==> src/pcic_pkg.sv <==
`timescale 1ns / 1ps

package pcic_pkg;

  localparam int DATA_W = 32;
  localparam int DT_W   = 24;
  localparam int FRAC   = 16;
  localparam int PROD_W = 2 * (DATA_W + 1);

  // register index codes on the config port
  localparam logic [1:0] REG_GAIN_P = 2'd0;
  localparam logic [1:0] REG_GAIN_I = 2'd1;
  localparam logic [1:0] REG_GAIN_D = 2'd2;
  localparam logic [1:0] REG_BOUND  = 2'd3;

  typedef logic signed [DATA_W-1:0] q16_t;
  typedef logic signed [PROD_W-1:0] prod_t;

  // floor shift of a Q34.32 product back to Q16.16, saturated to 32 bits
  function automatic q16_t sat_shift(input prod_t p);
    prod_t t;
    prod_t hi;
    prod_t lo;
    hi = prod_t'(66'sd2147483647);
    lo = -prod_t'(66'sd2147483648);
    t  = p >>> FRAC;
    if (t > hi) begin
      return q16_t'(32'h7fff_ffff);
    end else if (t < lo) begin
      return q16_t'(32'h8000_0000);
    end else begin
      return t[DATA_W-1:0];
    end
  endfunction

endpackage

==> src/pid_controller_integral_clamp_top.sv <==
`timescale 1ns / 1ps

// PID step with clamped integral, signed Q16.16 data, unsigned Q8.16 time step.
// Input channel: in_valid / in_stall carry error_sample and time_step. A word is
// taken when in_valid is high and in_stall low. Output channel: out_valid /
// out_stall carry drive_value, held steady while out_stall is high.
// Config: cfg_write with cfg_index / cfg_data writes a gain or the integral bound;
// write only while the block is idle.
// Datapath: one shared 33x33 multiplier (product registered) and a radix-2
// restoring divider that retires one quotient bit per cycle. A word with a
// nonzero time step runs the integral multiply and clamped accumulate, then the
// proportional and integral terms, then one divide step per bit of the 49-bit
// derivative numerator, then the derivative term and output saturation.
// A zero time step returns 0 and leaves the state alone.
// One word is worked at a time; in_stall is high while busy.
// The finished result sits in an output register, so a new word is taken once
// the sequencer is back to idle even if out_stall holds the previous result;
// the sequencer waits in its final step only if that register is still full.
// Reset clears gains, bound, integral, previous error and out_valid.

module pid_controller_integral_clamp_top
  import pcic_pkg::*;
(
  input  logic                     clk,
  input  logic                     rst,
  input  logic                     in_valid,
  output logic                     in_stall,
  input  logic signed [DATA_W-1:0] error_sample,
  input  logic        [DT_W-1:0]   time_step,
  output logic                     out_valid,
  input  logic                     out_stall,
  output logic signed [DATA_W-1:0] drive_value,
  input  logic                     cfg_write,
  input  logic [1:0]               cfg_index,
  input  logic [DATA_W-1:0]        cfg_data
);

  localparam int NUM_W = DATA_W + 1 + FRAC;   // |error diff| << 16
  localparam int CNT_W = $clog2(NUM_W);
  localparam logic [CNT_W-1:0] LAST_STEP = CNT_W'(NUM_W - 1);

  localparam logic [3:0] S_IDLE     = 4'd0;
  localparam logic [3:0] S_MUL_INT  = 4'd1;
  localparam logic [3:0] S_ACC      = 4'd2;
  localparam logic [3:0] S_MUL_P    = 4'd3;
  localparam logic [3:0] S_ADD_P    = 4'd4;
  localparam logic [3:0] S_MUL_I    = 4'd5;
  localparam logic [3:0] S_ADD_I    = 4'd6;
  localparam logic [3:0] S_DIV_INIT = 4'd7;
  localparam logic [3:0] S_DIV      = 4'd8;
  localparam logic [3:0] S_DIV_FIN  = 4'd9;
  localparam logic [3:0] S_MUL_D    = 4'd10;
  localparam logic [3:0] S_ADD_D    = 4'd11;
  localparam logic [3:0] S_OUT      = 4'd12;

  logic [3:0] state;

  q16_t gain_p, gain_i, gain_d;
  logic [DATA_W-2:0] integral_bound;
  q16_t integral_sum, last_error;

  q16_t err;
  logic [DT_W-1:0] dt;
  logic signed [DATA_W:0] diff;
  q16_t deriv;
  logic signed [DATA_W+1:0] sum;
  q16_t result;

  logic signed [DATA_W:0] mul_a, mul_b;
  prod_t prod;
  q16_t term;

  logic [NUM_W-1:0] div_num;
  logic [DT_W-1:0]  div_rem;
  logic             div_neg;
  logic [CNT_W-1:0] div_cnt;
  logic [DT_W+1:0]  trial;

  logic signed [DATA_W+9:0] acc;
  logic signed [DATA_W+9:0] bound_ext;
  logic signed [DATA_W+1:0] sum_next;
  logic [DATA_W:0] diff_mag;
  logic out_free;

  assign in_stall = (state != S_IDLE);
  assign out_free = !out_valid || !out_stall;

  // shared multiplier operand select
  always_comb begin
    mul_a = '0;
    mul_b = '0;
    unique case (state)
      S_MUL_INT: begin
        mul_a = {err[DATA_W-1], err};
        mul_b = {{(DATA_W + 1 - DT_W){1'b0}}, dt};
      end
      S_MUL_P: begin
        mul_a = {gain_p[DATA_W-1], gain_p};
        mul_b = {err[DATA_W-1], err};
      end
      S_MUL_I: begin
        mul_a = {gain_i[DATA_W-1], gain_i};
        mul_b = {integral_sum[DATA_W-1], integral_sum};
      end
      S_MUL_D: begin
        mul_a = {gain_d[DATA_W-1], gain_d};
        mul_b = {deriv[DATA_W-1], deriv};
      end
      default: begin
      end
    endcase
  end

  always_comb begin
    prod_t sh;
    sh        = prod >>> FRAC;
    term      = sat_shift(prod);
    acc       = {{10{integral_sum[DATA_W-1]}}, integral_sum} + sh[DATA_W+9:0];
    bound_ext = {11'b0, integral_bound};
    sum_next  = sum + {{2{term[DATA_W-1]}}, term};
    diff_mag  = diff[DATA_W] ? 33'(-diff) : 33'(diff);
    trial     = {1'b0, div_rem, div_num[NUM_W-1]} - {2'b0, dt};
  end

  always_ff @(posedge clk) begin
    prod <= mul_a * mul_b;
    if (rst) begin
      state          <= S_IDLE;
      gain_p         <= '0;
      gain_i         <= '0;
      gain_d         <= '0;
      integral_bound <= '0;
      integral_sum   <= '0;
      last_error     <= '0;
      out_valid      <= 1'b0;
    end else begin
      if (cfg_write) begin
        unique case (cfg_index)
          REG_GAIN_P: gain_p <= cfg_data;
          REG_GAIN_I: gain_i <= cfg_data;
          REG_GAIN_D: gain_d <= cfg_data;
          REG_BOUND:  integral_bound <= cfg_data[DATA_W-2:0];
          default: begin
          end
        endcase
      end

      if (state == S_OUT && out_free) begin
        out_valid <= 1'b1;
      end else if (!out_stall) begin
        out_valid <= 1'b0;
      end

      unique case (state)
        S_IDLE: begin
          if (in_valid) begin
            err <= error_sample;
            dt  <= time_step;
            if (time_step == '0) begin
              result <= '0;
              state  <= S_OUT;
            end else begin
              diff       <= {error_sample[DATA_W-1], error_sample}
                            - {last_error[DATA_W-1], last_error};
              last_error <= error_sample;
              state      <= S_MUL_INT;
            end
          end
        end
        S_MUL_INT: state <= S_ACC;
        S_ACC: begin
          if (acc > bound_ext) begin
            integral_sum <= q16_t'({1'b0, integral_bound});
          end else if (acc < -bound_ext) begin
            integral_sum <= q16_t'(-{1'b0, integral_bound});
          end else begin
            integral_sum <= acc[DATA_W-1:0];
          end
          state <= S_MUL_P;
        end
        S_MUL_P: state <= S_ADD_P;
        S_ADD_P: begin
          sum   <= {{2{term[DATA_W-1]}}, term};
          state <= S_MUL_I;
        end
        S_MUL_I: state <= S_ADD_I;
        S_ADD_I: begin
          sum   <= sum_next;
          state <= S_DIV_INIT;
        end
        S_DIV_INIT: begin
          div_num <= {diff_mag, {FRAC{1'b0}}};
          div_neg <= diff[DATA_W];
          div_rem <= '0;
          div_cnt <= '0;
          state   <= S_DIV;
        end
        S_DIV: begin
          // quotient bits shift in at the bottom as numerator bits leave the top
          if (!trial[DT_W+1]) begin
            div_rem <= trial[DT_W-1:0];
            div_num <= {div_num[NUM_W-2:0], 1'b1};
          end else begin
            div_rem <= {div_rem[DT_W-2:0], div_num[NUM_W-1]};
            div_num <= {div_num[NUM_W-2:0], 1'b0};
          end
          div_cnt <= div_cnt + 1'b1;
          if (div_cnt == LAST_STEP) begin
            state <= S_DIV_FIN;
          end
        end
        S_DIV_FIN: begin
          if (div_neg) begin
            if ((|div_num[NUM_W-1:DATA_W]) ||
                (div_num[DATA_W-1] && (|div_num[DATA_W-2:0]))) begin
              deriv <= q16_t'(32'h8000_0000);
            end else begin
              deriv <= q16_t'(-div_num[DATA_W-1:0]);
            end
          end else begin
            if (|div_num[NUM_W-1:DATA_W-1]) begin
              deriv <= q16_t'(32'h7fff_ffff);
            end else begin
              deriv <= q16_t'(div_num[DATA_W-1:0]);
            end
          end
          state <= S_MUL_D;
        end
        S_MUL_D: state <= S_ADD_D;
        S_ADD_D: begin
          if (sum_next > 34'sd2147483647) begin
            result <= q16_t'(32'h7fff_ffff);
          end else if (sum_next < -34'sd2147483648) begin
            result <= q16_t'(32'h8000_0000);
          end else begin
            result <= sum_next[DATA_W-1:0];
          end
          state <= S_OUT;
        end
        S_OUT: begin
          if (out_free) begin
            drive_value <= result;
            state       <= S_IDLE;
          end
        end
        default: state <= S_IDLE;
      endcase
    end
  end

endmodule
==> config.mk <==
export PLATFORM = sky130hd
export DESIGN_NAME = pid_controller_integral_clamp_top
export DESIGN_NICKNAME = d
export VERILOG_FILES = /design/src/pcic_pkg.sv /design/src/pid_controller_integral_clamp_top.sv
export SDC_FILE = /design/constraint.sdc
export NUM_CORES = 2
export LEC_CHECK = 0
export ABC_AREA = 1
export BUFFER_PORTS_ARGS = -buffer_cell sky130_fd_sc_hd__clkbuf_2
export CORE_MARGIN = 4
export CORE_UTILIZATION = 45
export DETAILED_ROUTE_END_ITERATION = 8
export SLEW_MARGIN = 20
export SYNTH_ARGS = -nofsm -noshare
export SYNTH_HDL_FRONTEND = slang
export SYNTH_SLANG_ARGS = --single-unit
==> constraint.sdc <==
create_clock -name clk -period 19.7 [get_ports clk]
set_clock_uncertainty 0.15 [all_clocks]
set_input_delay 0.985 -clock clk [delete_from_list [all_inputs] [get_ports clk]]
set_output_delay 0.985 -clock clk [all_outputs]
set_load 0.02 [all_outputs]
==> impl_metrics.tcl <==
set metrics [dict create \
    yosys_register_bits 545 \
    drive_gt1_frac 0.0554 \
    antenna_found_initial 11 \
    finalCriticalPeriod_ns 10.66 \
    seq_area_frac_synth 0.197 \
    drtPass1Iterations 6 \
    io_pins 129 \
    synth.most_common_cell "inv_1" \
    endpoint_kind "flop" \
    core_um2 155000 \
    tns_ns 0 \
    grt_start_max_net_pins 119 \
    dieArea_um2 163000 \
    cts_tree "yes" \
    via_count 59300 \
    yosys.area.top_type "fa_1" \
    finalNetCount 10300 \
    yosysWarnings 0 \
    p_leak_nw 37.1 \
    post-dp-hpwl_mm 211 \
    cts_max_level 3 \
    synth_edf_count 299 \
    criticalPathCategory "flop to flop" \
    initial_core_util 0.455 \
    pre_cts_ws_ns 9.17 \
    drt_iter0_drc 6181 \
    synthCells 8633 \
    wire_per_inst_um 24.4 \
    clock_sinks 545 \
    critPathArrivalTime_ns 11.07 \
    synth_common_cells "1827 x inv_1, 1584 x nand2_1, 1126 x fa_1" \
    grt_pass1_wl_mm 390 \
    syn_area_per_cell_um2 8.16 \
    slowest_stage "fa_1" \
    fillCellCount 15200 \
    hold_buffers 0 \
    overflow 0 \
    required_ns 20.11 \
    postRouteAntennaNets 0 \
    critical-path-max-stage-delay_ns 1.26 \
    crit_path_start_kind "flop" \
    hold_viol 0 \
    rows 144 \
    path_clk_slew_ns 0.06 \
    slew_violations 0 \
    postPlaceCellArea_um2 73600 \
    whs_ns 0.268 \
    clk_latency_ns 0.68 \
    hp-class "flop to flop" \
    ys_types 64 \
    globalplace.congestion 0.998 \
    portBuffers 128 \
    final_area_um2 75900 \
    fp.dieW_um 404 \
    cts_buffer_depth 3 \
    synth.top_cells.by_area "fa_1 32%, edfxtp_1 13%, inv_1 9.7%" \
    powerDensity_nw_per_um2 81.0 \
    fin_ws_ns 9.04 \
    viasPerCell 5.51 \
    grt_pass1_vias 60100 \
    synth_top_area_frac 0.320 \
    crit_top_cell "fa_1" \
    irDropWorstVdd_v 0.0000817 \
    max_freq_ghz 0.0938 \
    period_share 0.541 \
    async_flop_share 0 \
    dieHeight_um 404 \
    synthesis.nets 10300 \
    rsz0062_at_grt "false" \
    drv_cap 0 \
    post_cts_buffers 0 \
    r2r_slack_ns 9.04 \
    cts_root_buf "clkbuf_16" \
    area_growth_pct 7.76 \
    setup_viol 0 \
    cts_buffers 68 \
    grt_usage 0.322 \
    worstMarginPinSlew_ns 1.16 \
    slew_headroom 0.226 \
    cp_max_fo 35 \
    status "completed" \
    route.detailed.drc 0 \
    cts.repair.resized 0 \
    routed_wl_mm 263 \
    synth_top_flop_cell "edfxtp_1" \
    syn_area_um2 70400 \
]
layout by cell type, fill, tap and decap left out, types with 48 or more instances in the layout:
cell       Yosys  final
o21ai_0      488    488
clkbuf_2       0    128
fa_1        1126   1126
inv_1       1827   1824
xnor2_1       75     75
nand2_1     1584   1582
o22ai_1       70     70
dfxtp_1      246    246
xor2_1       161    161
nor3_1        61     57
a21oi_1      493    487
nor4_1        48     48
nand3_1      151    150
buf_4          4    131
nor2_1       951    938
edfxtp_1     299    299
ha_1         418    418
clkbuf_16      0     69
flip-flops by register name (all words and copies together) (netlist names):
register and count:
deriv 32, diff 33, div_cnt 6, div_neg 1, div_num 49, div_rem 24, drive_value 32, dt 24
err 32, gain_d 32, gain_i 32, gain_p 32, integral_bound 31, integral_sum 32, last_error 32, out_valid 1
prod 50, result 32, state 4, sum 34
worst paths after layout:
check / startpoint / endpoint / depth (start not counted)
worst min register to register: result[9] / drive_value[9] / 0
worst min-delay path: result[9] / drive_value[9] / 0
worst max-delay path: state[0] / prod[65] / 28
worst max register to register: state[0] / prod[65] / 28
kinds of logic after synthesis:
group / share of synthesized area
AOI/OAI and AO/OA: 0.0967
and+or+nand+nor: 0.166
buffers and inverters: 0.116
xor gates and xnor gates: 0.0294
DFF: 0.197
adders and majority gates: 0.394
per-stage QoR:
stage	power, mW	utilization	std cells
floorplan	3.55	-	8633
global placement	4.78	0.476	10600
detailed placement	4.81	0.476	10600
CTS	6.12	0.490	10800
global route	6.56	0.490	10800
finish	6.15	0.490	10800
power by group:
part / leakage (nW) / total (mW) / internal [mW] / switching (mW)
sequential: 4.83 / 1.46 / 1.32 / 0.141
combinational: 31.2 / 3.39 / 1.06 / 2.33
clock: 1.10 / 1.29 / 0.745 / 0.550
total: 37.1 / 6.15 / 3.13 / 3.02
cell type report:
type                    count  area (um^2)  share of cell area
diodes                      3         7.51           0.0000989
clock buffers              84         1800              0.0238
inverters                1864         7000              0.0922
repair buffers            259         1620              0.0214
clock inverters            42          479             0.00631
flip-flops and latches    545        13900               0.183
multi-input cells        5921        48500               0.639
well taps                2044         2560              0.0337
per-layer routing:
metal / GRT usage / share of wire
met4: 0.115 / 0.045
met1: 0.447 / 0.42
met3: 0.0810 / 0.11
met5: 0 / 0.00013
met2: 0.489 / 0.43
worst max-delay path, delay by kind of cell, from the launching register on:
family | cells | cell delay (ns)
AND/OR/NAND/NOR | 8 | 1.13
adder cells (fa/ha/maj) | 9 | 5.60
flip-flops | 1 | 0.36
AO/OA/AOI/OAI | 6 | 2.24
buffers and inverters | 5 | 1.01
No activity file was read; power rests on OpenSTA's default activity.
